## src/design/utp_pkg.sv

```systemverilog
package utp_pkg;

   localparam int QueueDepth = 4;

   localparam logic [7:0] CharDash  = 8'h2D;
   localparam logic [7:0] CharZero  = 8'h30;
   localparam logic [7:0] CharNine  = 8'h39;
   localparam logic [7:0] CharUpA   = 8'h41;
   localparam logic [7:0] CharUpF   = 8'h46;
   localparam logic [7:0] CharLowA  = 8'h61;
   localparam logic [7:0] CharLowF  = 8'h66;
   localparam logic [7:0] HexTen    = 8'd10;

   localparam logic [5:0] HyphenPos0 = 6'd8;
   localparam logic [5:0] HyphenPos1 = 6'd13;
   localparam logic [5:0] HyphenPos2 = 6'd18;
   localparam logic [5:0] HyphenPos3 = 6'd23;
   localparam logic [5:0] PlainLen   = 6'd32;
   localparam logic [5:0] DashedLen  = 6'd36;
   localparam logic [5:0] PosSat     = 6'd37;

   localparam logic [2:0] VariantRfc = 3'd2;

   // one classified character
   typedef struct packed {
      logic [3:0] nibble;
      logic       is_hex;
      logic       is_dash;
      logic       is_last;
   } item_type;

   typedef struct packed {
      logic        parse_ok;
      logic [31:0] time_low_out;
      logic [15:0] time_mid_out;
      logic [15:0] time_hi_version_out;
      logic [15:0] clock_seq_out;
      logic [47:0] node_out;
      logic [3:0]  version_nibble;
      logic [2:0]  variant_code;
   } result_type;

endpackage

```

## src/design/uuid_text_parser.sv

```systemverilog
// UUID text parser: takes a UUID string one ASCII character per transaction (tlast on the
// final character) and accepts either 32 hex digits or the 36-character form with '-' at
// offsets 8, 13, 18 and 23; hex digits may be either case. Each tlast character yields one
// response: tuser is 1 if the string was taken, and tdata carries the held UUID split into
// its fields plus version nibble and variant code. A rejected string leaves the held UUID
// (null after reset) unchanged. Characters classified on input enter a QUEUE_DEPTH-entry
// queue; the back end retires one character per cycle, so the block sustains one character
// per clock unless a tlast character waits in the queue, which it does only while the
// previous response is still unaccepted; responses come from an output register behind the queue.
module uuid_text_parser #(
   parameter int QUEUE_DEPTH = utp_pkg::QueueDepth
) (
   input  logic         clock,
   input  logic         reset,
   input  logic         req_tvalid,
   output logic         req_tready,
   input  logic [7:0]   req_tdata,   // [7:0] char_code
   input  logic         req_tlast,   // is_last
   output logic         rsp_tvalid,
   input  logic         rsp_tready,
   // [31:0] time_low_out, [47:32] time_mid_out, [63:48] time_hi_version_out,
   // [79:64] clock_seq_out, [127:80] node_out, [131:128] version_nibble,
   // [134:132] variant_code, [135] zero
   output logic [135:0] rsp_tdata,
   output logic         rsp_tuser    // parse_ok
);
   import utp_pkg::*;

   item_type   in_item;
   item_type   head_item;
   logic       q_not_full;
   logic       q_not_empty;
   logic       q_pop;
   result_type result;

   assign req_tready = q_not_full;

   utp_front u_front (
      .char_code (req_tdata),
      .is_last   (req_tlast),
      .item      (in_item)
   );

   utp_queue #(
      .DEPTH (QUEUE_DEPTH)
   ) u_queue (
      .clock     (clock),
      .reset     (reset),
      .push      (req_tvalid && q_not_full),
      .push_item (in_item),
      .not_full  (q_not_full),
      .pop       (q_pop),
      .head_item (head_item),
      .not_empty (q_not_empty)
   );

   utp_back u_back (
      .clock        (clock),
      .reset        (reset),
      .item_valid   (q_not_empty),
      .item         (head_item),
      .item_pop     (q_pop),
      .result_valid (rsp_tvalid),
      .result_ready (rsp_tready),
      .result       (result)
   );

   assign rsp_tuser = result.parse_ok;
   assign rsp_tdata = {1'b0, result.variant_code, result.version_nibble, result.node_out,
                       result.clock_seq_out, result.time_hi_version_out,
                       result.time_mid_out, result.time_low_out};

endmodule

```

## src/design/utp_front.sv

```systemverilog
module utp_front (
   input  logic              [7:0] char_code,
   input  logic                    is_last,
   output utp_pkg::item_type       item
);
   import utp_pkg::*;

   always_comb begin
      item.is_last = is_last;
      item.is_dash = (char_code == CharDash);
      item.is_hex  = 1'b1;
      item.nibble  = 4'd0;
      if (char_code >= CharZero && char_code <= CharNine) begin
         item.nibble = 4'(char_code - CharZero);
      end else if (char_code >= CharUpA && char_code <= CharUpF) begin
         item.nibble = 4'(char_code - CharUpA + HexTen);
      end else if (char_code >= CharLowA && char_code <= CharLowF) begin
         item.nibble = 4'(char_code - CharLowA + HexTen);
      end else begin
         item.is_hex = 1'b0;
      end
   end

endmodule

```

## src/design/utp_queue.sv

```systemverilog
module utp_queue #(
   parameter int DEPTH = utp_pkg::QueueDepth
) (
   input  logic              clock,
   input  logic              reset,
   input  logic              push,
   input  utp_pkg::item_type push_item,
   output logic              not_full,
   input  logic              pop,
   output utp_pkg::item_type head_item,
   output logic              not_empty
);
   import utp_pkg::*;

   localparam int PtrW = (DEPTH > 1) ? $clog2(DEPTH) : 1;
   localparam int CntW = $clog2(DEPTH + 1);
   localparam logic [PtrW-1:0] LastPtr = PtrW'(DEPTH - 1);
   localparam logic [CntW-1:0] FullCnt = CntW'(DEPTH);

   item_type        mem_ff [DEPTH];
   logic [PtrW-1:0] wr_ptr_ff, wr_ptr_in;
   logic [PtrW-1:0] rd_ptr_ff, rd_ptr_in;
   logic [CntW-1:0] count_ff, count_in;

   assign not_full  = (count_ff != FullCnt);
   assign not_empty = (count_ff != '0);
   assign head_item = mem_ff[rd_ptr_ff];

   always_comb begin
      wr_ptr_in = wr_ptr_ff;
      rd_ptr_in = rd_ptr_ff;
      count_in  = count_ff;
      if (push) begin
         wr_ptr_in = (wr_ptr_ff == LastPtr) ? '0 : wr_ptr_ff + 1'b1;
      end
      if (pop) begin
         rd_ptr_in = (rd_ptr_ff == LastPtr) ? '0 : rd_ptr_ff + 1'b1;
      end
      if (push && !pop) begin
         count_in = count_ff + 1'b1;
      end else if (pop && !push) begin
         count_in = count_ff - 1'b1;
      end
   end

   always_ff @(posedge clock) begin
      if (push) begin
         mem_ff[wr_ptr_ff] <= push_item;
      end
   end

   always_ff @(posedge clock) begin
      if (reset) begin
         wr_ptr_ff <= '0;
         rd_ptr_ff <= '0;
         count_ff  <= '0;
      end else begin
         wr_ptr_ff <= wr_ptr_in;
         rd_ptr_ff <= rd_ptr_in;
         count_ff  <= count_in;
      end
   end

endmodule

```

## src/design/utp_back.sv

```systemverilog
module utp_back (
   input  logic                 clock,
   input  logic                 reset,
   input  logic                 item_valid,
   input  utp_pkg::item_type    item,
   output logic                 item_pop,
   output logic                 result_valid,
   input  logic                 result_ready,
   output utp_pkg::result_type  result
);
   import utp_pkg::*;

   logic [5:0]   pos_ff, pos_in;
   logic         hform_ff, hform_in;
   logic         dash_ff, dash_in;
   logic         bad_ff, bad_in;
   logic [127:0] acc_ff, acc_in;
   logic [127:0] held_ff, held_in;
   logic         rsp_valid_ff, rsp_valid_in;
   result_type   rsp_ff, rsp_in;

   logic       hform;
   logic       hyphen_pos;
   logic [5:0] len;
   logic       ok;
   logic [2:0] top3;

   // a character without tlast never needs the output register
   assign item_pop     = item_valid && (!item.is_last || !rsp_valid_ff || result_ready);
   assign result_valid = rsp_valid_ff;
   assign result       = rsp_ff;

   always_comb begin
      pos_in       = pos_ff;
      hform_in     = hform_ff;
      dash_in      = dash_ff;
      bad_in       = bad_ff;
      acc_in       = acc_ff;
      held_in      = held_ff;
      rsp_valid_in = rsp_valid_ff && !result_ready;
      rsp_in       = rsp_ff;

      hform      = (pos_ff == '0) ? 1'b1 : hform_ff;
      hyphen_pos = (pos_ff == HyphenPos0) || (pos_ff == HyphenPos1) ||
                   (pos_ff == HyphenPos2) || (pos_ff == HyphenPos3);
      len        = pos_ff + 6'd1;
      ok         = 1'b0;
      top3       = 3'd0;

      if (item_pop) begin
         if (pos_ff < DashedLen) begin
            if (hyphen_pos) begin
               if (item.is_dash) begin
                  dash_in = 1'b1;
               end else begin
                  hform = 1'b0;
                  if (!item.is_hex) begin
                     bad_in = 1'b1;
                  end
               end
            end else if (!item.is_hex) begin
               bad_in = 1'b1;
            end
            if (item.is_hex) begin
               acc_in = {acc_ff[123:0], item.nibble};
            end
         end
         hform_in = hform;
         pos_in   = (pos_ff == PosSat) ? PosSat : len;

         if (item.is_last) begin
            ok = !bad_in && (((len == PlainLen) && !dash_in) ||
                             ((len == DashedLen) && hform));
            if (ok) begin
               held_in = acc_in;
            end
            top3 = held_in[63:61];
            rsp_valid_in               = 1'b1;
            rsp_in.parse_ok            = ok;
            rsp_in.time_low_out        = held_in[127:96];
            rsp_in.time_mid_out        = held_in[95:80];
            rsp_in.time_hi_version_out = held_in[79:64];
            rsp_in.clock_seq_out       = held_in[63:48];
            rsp_in.node_out            = held_in[47:0];
            rsp_in.version_nibble      = held_in[79:76];
            if (top3[2:1] == 2'b11) begin
               rsp_in.variant_code = top3;
            end else if (top3[2]) begin
               rsp_in.variant_code = VariantRfc;
            end else begin
               rsp_in.variant_code = 3'd0;
            end
            // start over for the next string
            pos_in   = '0;
            hform_in = 1'b0;
            dash_in  = 1'b0;
            bad_in   = 1'b0;
            acc_in   = '0;
         end
      end
   end

   always_ff @(posedge clock) begin
      rsp_ff <= rsp_in;
   end

   always_ff @(posedge clock) begin
      if (reset) begin
         pos_ff       <= '0;
         hform_ff     <= 1'b0;
         dash_ff      <= 1'b0;
         bad_ff       <= 1'b0;
         acc_ff       <= '0;
         held_ff      <= '0;
         rsp_valid_ff <= 1'b0;
      end else begin
         pos_ff       <= pos_in;
         hform_ff     <= hform_in;
         dash_ff      <= dash_in;
         bad_ff       <= bad_in;
         acc_ff       <= acc_in;
         held_ff      <= held_in;
         rsp_valid_ff <= rsp_valid_in;
      end
   end

endmodule

```

## config.mk

```make
export PLATFORM = sky130hd
export DESIGN_NAME = uuid_text_parser
export DESIGN_NICKNAME = d
export VERILOG_FILES = /design/src/design/utp_pkg.sv /design/src/design/uuid_text_parser.sv /design/src/design/utp_front.sv /design/src/design/utp_queue.sv /design/src/design/utp_back.sv
export SDC_FILE = /design/constraint.sdc
export NUM_CORES = 1
export LEC_CHECK = 0
export BUFFER_PORTS_ARGS = -buffer_cell sky130_fd_sc_hd__buf_2
export CAP_MARGIN = 20
export CORE_MARGIN = 4
export CORE_UTILIZATION = 45
export DETAILED_ROUTE_END_ITERATION = 16
export PLACE_DENSITY = 0.73
export SYNTH_ARGS = -nofsm -noshare
export SYNTH_HDL_FRONTEND = slang
export SYNTH_HIERARCHICAL = 1
export SYNTH_SLANG_ARGS = --single-unit
```

## constraint.sdc

```tcl
create_clock -name clock -period 11.3 [get_ports clock]
set_clock_uncertainty 0.2 [all_clocks]
set_input_delay 2.26 -clock clock [delete_from_list [all_inputs] [get_ports clock]]
set_output_delay 2.26 -clock clock [all_outputs]
set_load 0.005 [all_outputs]
```

==> run_results.csv, run 1 <==
group,metric,value,unit
timing,fin_ws,6670,ps
drt,drt_iter0_markers,943,
placed_design,dp.final_hpwl,23.5,mm
timing,relSlewSlack,31.4,%
clock_tree,insertion_delay,570,ps
timing,fin_crit_sh,41.0,%
synthesis,syn-num-nets,1647,
worst_setup_path,path_cells,"buf_2 -> nor2b_1 -> nand2_1 -> nand2_1 -> clkinv_1 -> nand3_1 -> a2111oi_2 -> buf_4 -> buf_4 -> mux2i_1",
grt,grt_max_degree,139,
clock_tree,cts_max_level,2,
synthesis,yosys_warnings,6,
grt,grt.total_usage,17.1,%
floorplan,die_h,215,µm
drt,dr.pass1.iters,5,
clock_tree,cts_sinks,434,
drt,viasPerCell,5.41,
finish,drive_gt1_share,24.1,%
finish,layout.cells.non_filler,2280,
synthesis,synth_top_flop_cell,"dfxtp_1",
worst_hold_path,min_path_type,"register to register",
placed_design,dp_slack,6080,ps
worst_setup_path,crit_buf_inv,4,
worst_setup_path,max_stage_delay,830,ps
finish,fin_nets,1731,
power_and_ir_drop,vdd_drop_max,0.250,mV
synthesis,yosys_register_bits,434,
clock_tree,path_clk_slew,60,ps
grt,antenna_found_initial,0,
synthesis,avgSynthCellArea,11.9,µm²
power_and_ir_drop,total_leakage_power,0.00803,µW
synthesis,synth_edf_count,159,
drt,wirelength,40.1,mm
clock_tree,cts_resized,0,
finish,utilization,51.6,%
worst_setup_path,cpMaxStageDelayCell,"buf_4",
worst_hold_path,hp-start,"u_back/held_ff[60]$_SDFFE_PP0P_",
grt,grt_pass1_wl,66.2,mm
drt,ant_nets,0,
floorplan,die_w,215,µm
grt,grt_pass1_vias,12563,
clock_tree,postCtsSetupRepairBufs,0,
worst_setup_path,crit_path_start,"rsp_tready",
floorplan,core,42200,µm²
finish,filler_cell_count,3637,
placed_design,numPortBuffers,150,
worst_setup_path,critical-path-top-delay-family,"buffers and inverters",
synthesis,syn_inst,1619,
timing,setup_tns,0,ps
synthesis,synth-seq-area-share,53.2,%
clock_tree,root_buffer,"clkbuf_16",
timing,rsz0062_at_grt,"no",
timing,max_freq,216,MHz
drt,route.detailed.drc,0,
worst_setup_path,critPathLaunchType,"input port",
worst_setup_path,crit_fanout,53,
timing,period_minus_slack,4630,ps
worst_setup_path,critPathCaptureType,"register",
timing,hold_viol,0,
power_and_ir_drop,power_density,201,nW/µm²
drt,wl_per_cell,17.6,µm
timing,slew_violations,0,
floorplan,die-area,46300,µm²
finish,antennaDiodeCount,0,
placed_design,gp_congestion,0.808,
floorplan,rows,75,
worst_setup_path,reg2reg_slack,6920,ps
worst_setup_path,cp.arrival,4910,ps
synthesis,synthArstFlopShare,0,%
clock_tree,cts_made_buffers,46,
grt,overflow,0,
worst_setup_path,required,11580,ps
synthesis,syn_area,19300,µm²
clock_tree,cts_tree,"yes",
flow_run,cap_violations,0,
floorplan,start_util,45.8,%
finish,area_growth,12.8,%
timing,worstMarginPinSlew,1030,ps
synthesis,yosysUniqueCellTypes,56,
timing,setup-violations-final,0,
power_and_ir_drop,power,4390,µW
clock_tree,ctsLongestPathBuffers,3,
run_status,status,"complete, no violations",
clock_tree,hold_buffers,0,
drt,vias,12331,
floorplan,pin_count,152,
worst_setup_path,worstSetupPathType,"input port to register",
placed_design,dp_cells,2193,
[worst min-delay path, cell delays in order (launching register included)]
cell      delay [ps]
dfxtp_1          310
nand2b_1          60
mux2i_1           60
[layer usage]
metal	wire length (µm)	vias to the layer above	track usage (%)
li1	-	5932	-
met1	18100	6081	22.9
met2	19500	257	28.5
met3	1710	61	2.98
met4	743	0	4.92
met5	0	-	0
[cell type report]
cell class	instances	area [µm²]	share of cell area [%]
Sequential cell	434	10300	47.2
Clock inverter	22	155	0.712
Multi-Input combinational cell	1044	8420	38.6
Tap cell	539	674	3.09
Inverter	13	48.8	0.224
Timing Repair Buffer	164	886	4.06
Clock buffer	64	1330	6.11
[synth_stat cells (all sizes together) (8+ instances only)]
master	instances	area [µm²]
a21oi	10	50.1
inv	12	45.0
edfxtp	159	4770
mux2i	135	1350
clkbuf	83	312
ha	14	175
a22oi	129	968
and2	8	50.1
mux2	258	2910
nand2b	258	1610
buf	45	293
nor2	149	559
dfxtp	275	5510
[sequential cells by signal, indices dropped and copies added, names as in the netlist, named ones only]
signal               flops
u_queue/wr_ptr_ff        2
u_back/result          131
u_back/bad_ff            1
u_back/result_valid      1
u_queue/rd_ptr_ff        2
u_back/pos_ff            6
u_back/dash_ff           1
u_back/acc_ff          128
u_queue/mem_ff          28
u_back/held_ff         128
u_back/hform_ff          1
u_queue/count_ff         3
[path summary, 6_finish.rpt]
path,depth (start not counted),to
hold / removal,2,u_back/held_ff[60]$_SDFFE_PP0P_
setup / recovery,10,u_back/held_ff[69]$_SDFFE_PP0P_
hold reg to reg,2,u_back/held_ff[60]$_SDFFE_PP0P_
setup reg to reg,8,u_back/held_ff[69]$_SDFFE_PP0P_
[placed cells by master (no fill, tap or decap), drive strengths merged, types with 8 or more instances in the layout]
cell	instances
nor2	149
ha	14
mux2	258
buf	164
mux2i	135
dfxtp	275
clkinv	19
a21oi	10
a22oi	129
and2	8
nand2b	258
clkbuf	64
inv	14
edfxtp	159
[stage by stage]
step / hold slack, ps / cell area (µm²)
floorplan: 245 / 19300
global placement: 253 / 20300
detailed placement: 261 / 20300
CTS: 274 / 21800
global route: 282 / 21800
finish: 270 / 21800
[where the power goes]
part | switching (µW) | leakage (µW) | internal [µW]
logic | 633 | 0.00354 | 321
registers | 94.7 | 0.00376 | 1880
clock network | 614 | 0.000730 | 849
[logic make-up after synthesis]
logic type	synth area share [%]
fa+ha+maj	1.01
compound gates	6.50
flops	53.2
buf+inv	3.38
mux	22.8
simple gates	12.9
other cells	0.0194
xor+xnor	0.136
No activity file was read; power rests on OpenSTA's default activity.
==> run 2: changes to the inputs <==
ABC_AREA = 1   (was default)
PLACE_DENSITY = 0.75   (was 0.73)
clock period = 4 ns   (was 11.3 ns; I/O delays follow)
==> run 2 against run 1 <==
Worst hold slack worse by 17 ps. Synthesized cell count increased by 54%. Clock-buffer cell count unchanged. Utilization is 0.36 points lower. Area after synthesis up 1.9%. Register-to-register slack got worse by 6200 ps. Global-route usage increased by 1.5 points. Sequential power rose to 3.2 times the previous value. Die area up 1.8%.
==> run_results.csv, run 2 <==
group,metric,value,unit
floorplan,core,43200,µm²
worst_setup_path,required,4100,ps
floorplan,pin_count,152,
timing,relSlewSlack,40.0,%
drt,wl_per_cell,14.1,µm
worst_hold_path,hp-start,"u_back/held_ff[63]$_SDFFE_PP0P_",
worst_setup_path,cpMaxStageDelayCell,"dfxtp_1",
clock_tree,hold_buffers,0,
synthesis,yosys_register_bits,434,
grt,grt_pass1_vias,15291,
synthesis,synth_top_flop_cell,"dfxtp_1",
synthesis,synth_edf_count,159,
worst_hold_path,min_path_type,"register to register",
drt,drt_iter0_markers,1239,
placed_design,place_area,20600,µm²
worst_setup_path,crit_fanout,49,
grt,grt.total_usage,18.6,%
floorplan,die_h,217,µm
floorplan,die_w,217,µm
synthesis,synth.top_cells.by_area,"dfxtp_1 28%, edfxtp_1 24%, nand2_1 11%, inv_1 8.0%, nand3_1 6.8%",
clock_tree,cts_made_buffers,45,
worst_setup_path,reg2reg_slack,680,ps
power_and_ir_drop,vdd_drop_max,0.453,mV
clock_tree,cts_max_level,2,
worst_setup_path,path_cells,"inv_2 -> o21ai_1 -> o22ai_1 -> a21oi_1 -> a21oi_4 -> nand2_4 -> buf_4 -> nand2_1 -> and2_1",
clock_tree,insertion_delay,550,ps
timing,rsz0062_at_grt,"no",
timing,setup_tns,0,ps
synthesis,synth-seq-area-share,52.2,%
floorplan,rows,76,
synthesis,avgSynthCellArea,7.91,µm²
synthesis,synthTopCellsByCount,"577 x nand2_1, 421 x inv_1, 275 x dfxtp_1, 269 x nand3_1, 254 x o21ai_0",
drt,ant_nets,0,
worst_setup_path,critPathCaptureType,"register",
drt,route.detailed.drc,0,
drt,wirelength,44.7,mm
placed_design,dp_slack,716,ps
synthesis,yosysUniqueCellTypes,33,
synthesis,yosysTopAreaCell,"dfxtp_1",
clock_tree,cts_sinks,434,
worst_setup_path,reg2reg_depth,9,
placed_design,dp.final_hpwl,27.4,mm
power_and_ir_drop,power,16000,µW
finish,fin_nets,2579,
worst_setup_path,cp.arrival,3420,ps
timing,slew_violations,0,
finish,layout_common_cells,"574 x nand2_1, 420 x inv_1, 275 x dfxtp_1",
worst_setup_path,reg2reg_to,"u_back/result[109]$_DFFE_PP_",
grt,grt_pass1_wl,74.2,mm
clock_tree,ctsLongestPathBuffers,3,
grt,overflow,0,
run_status,status,"complete, no violations",
clock_tree,root_buffer,"clkbuf_16",
clock_tree,postCtsSetupRepairBufs,0,
clock_tree,cts_resized,0,
drt,dr.pass1.iters,5,
placed_design,numPortBuffers,150,
power_and_ir_drop,power_density,722,nW/µm²
drt,viasPerCell,5.00,
worst_setup_path,critical-path-top-delay-family,"buffers and inverters",
timing,hold_viol,0,
drt,vias,15875,
timing,max_freq,301,MHz
grt,antenna_found_initial,0,
synthesis,syn_inst,2487,
finish,largest_reg_flops,131,
flow_run,cap_violations,0,
finish,drive_gt1_share,10.1,%
worst_hold_path,holdPathEnd,"u_back/held_ff[63]$_SDFFE_PP0P_",
worst_setup_path,max_stage_delay,610,ps
worst_setup_path,crit_buf_inv,2,
timing,fin_ws,680,ps
floorplan,die-area,47100,µm²
synthesis,yosys_warnings,6,
synthesis,synth_top_area_share,28.0,%
finish,antennaDiodeCount,0,
worst_setup_path,worstSetupPathType,"register to register",
worst_setup_path,critPathLaunchType,"register",
floorplan,start_util,45.6,%
timing,setup-violations-final,0,
timing,period_minus_slack,3320,ps
synthesis,syn_area,19700,µm²
synthesis,syn-num-nets,2515,
worst_hold_path,worstHoldPathCells,2,
finish,final_area,22100,µm²
finish,utilization,51.3,%
placed_design,gp_congestion,0.777,
synthesis,synthArstFlopShare,0,%
finish,layout_commonest_cell,"nand2_1",
power_and_ir_drop,total_leakage_power,0.00971,µW
grt,grt_max_degree,130,
finish,area_growth,12.4,%
clock_tree,path_clk_slew,60,ps
synthesis,yosysMostFrequentCell,"nand2_1",
timing,worstMarginPinSlew,900,ps
timing,fin_crit_sh,83.0,%
clock_tree,cts_tree,"yes",
## run 2: cell count changes after synthesis, sizes merged, moves of 135 or more
| cell | previous run | this run |
|---|---|---|
| nand2 | 6 | 582 |
| inv | 12 | 425 |
| nand3 | 5 | 271 |
| o21ai | 7 | 273 |
| mux2 | 258 | 0 |
| nand2b | 258 | 0 |
| a21oi | 10 | 148 |
| mux2i | 135 | 0 |
## run 2: how the worst max path moves through the flow
stage,from,end,slack [ps],depth (start not counted)
5_1_grt,register,u_back/result[111]$_DFFE_PP_,360,9
6_report,register,u_back/result[109]$_DFFE_PP_,680,9
3_3_place_gp,register,u_back/result[112]$_DFFE_PP_,870,9
3_5_place_dp,register,u_back/result[109]$_DFFE_PP_,720,9
4_1_cts,register,u_back/result[109]$_DFFE_PP_,690,9
2_1_floorplan,rsp_tready,u_back/result[0]$_SDFFCE_PP0P_,230,6
## run 2: per-stage QoR
stage,cells,hold WS [ps]
floorplan,2487,226
global placement,3089,236
detailed placement,3089,246
CTS,3173,255
global route,3173,276
finish,3173,253
## run 2: kinds of logic after synthesis
logic type	count (synthesis)	synth area share [%]
adder cells (fa/ha/maj)	15	0.992
flip-flops	434	52.2
AND/OR/NAND/NOR	1027	23.3
XOR/XNOR	1	0.0445
other	1	0.0191
AO/OA/AOI/OAI	430	11.1
buffers and inverters	579	12.4
## run 2: where the power goes
part / total (µW) / internal, µW / switching [µW]
Sequential: 6390 / 5810 / 579
Combinational: 5340 / 1530 / 3810
Clock: 4240 / 2550 / 1690
Total: 16000 / 9890 / 6080
## run 2: worst min-delay path: stages (launching register included)
cell,delay [ps]
dfxtp_1,310
nand2_1,60
nand2_1,40
## run 2: area by class of cell
| cell class | count | area (µm²) |
|---|---|---|
| Inverter | 425 | 1600 |
| Multi-Input combinational cell | 1474 | 7010 |
| Fill cell | 3974 | 21000 |
| Clock buffer | 64 | 1310 |
| Clock inverter | 20 | 205 |
| Sequential cell | 434 | 10300 |
| Timing Repair Buffer | 171 | 986 |
| Tap cell | 585 | 732 |
## run 2: layer usage
metal  track usage, %  routed length, µm  part of all wire [%]
met2             31.9              21300                    48
met4             6.59               1230                   2.8
met5                0                  0                     0
met1             24.4              20000                    45
met3             2.28               2150                   4.8
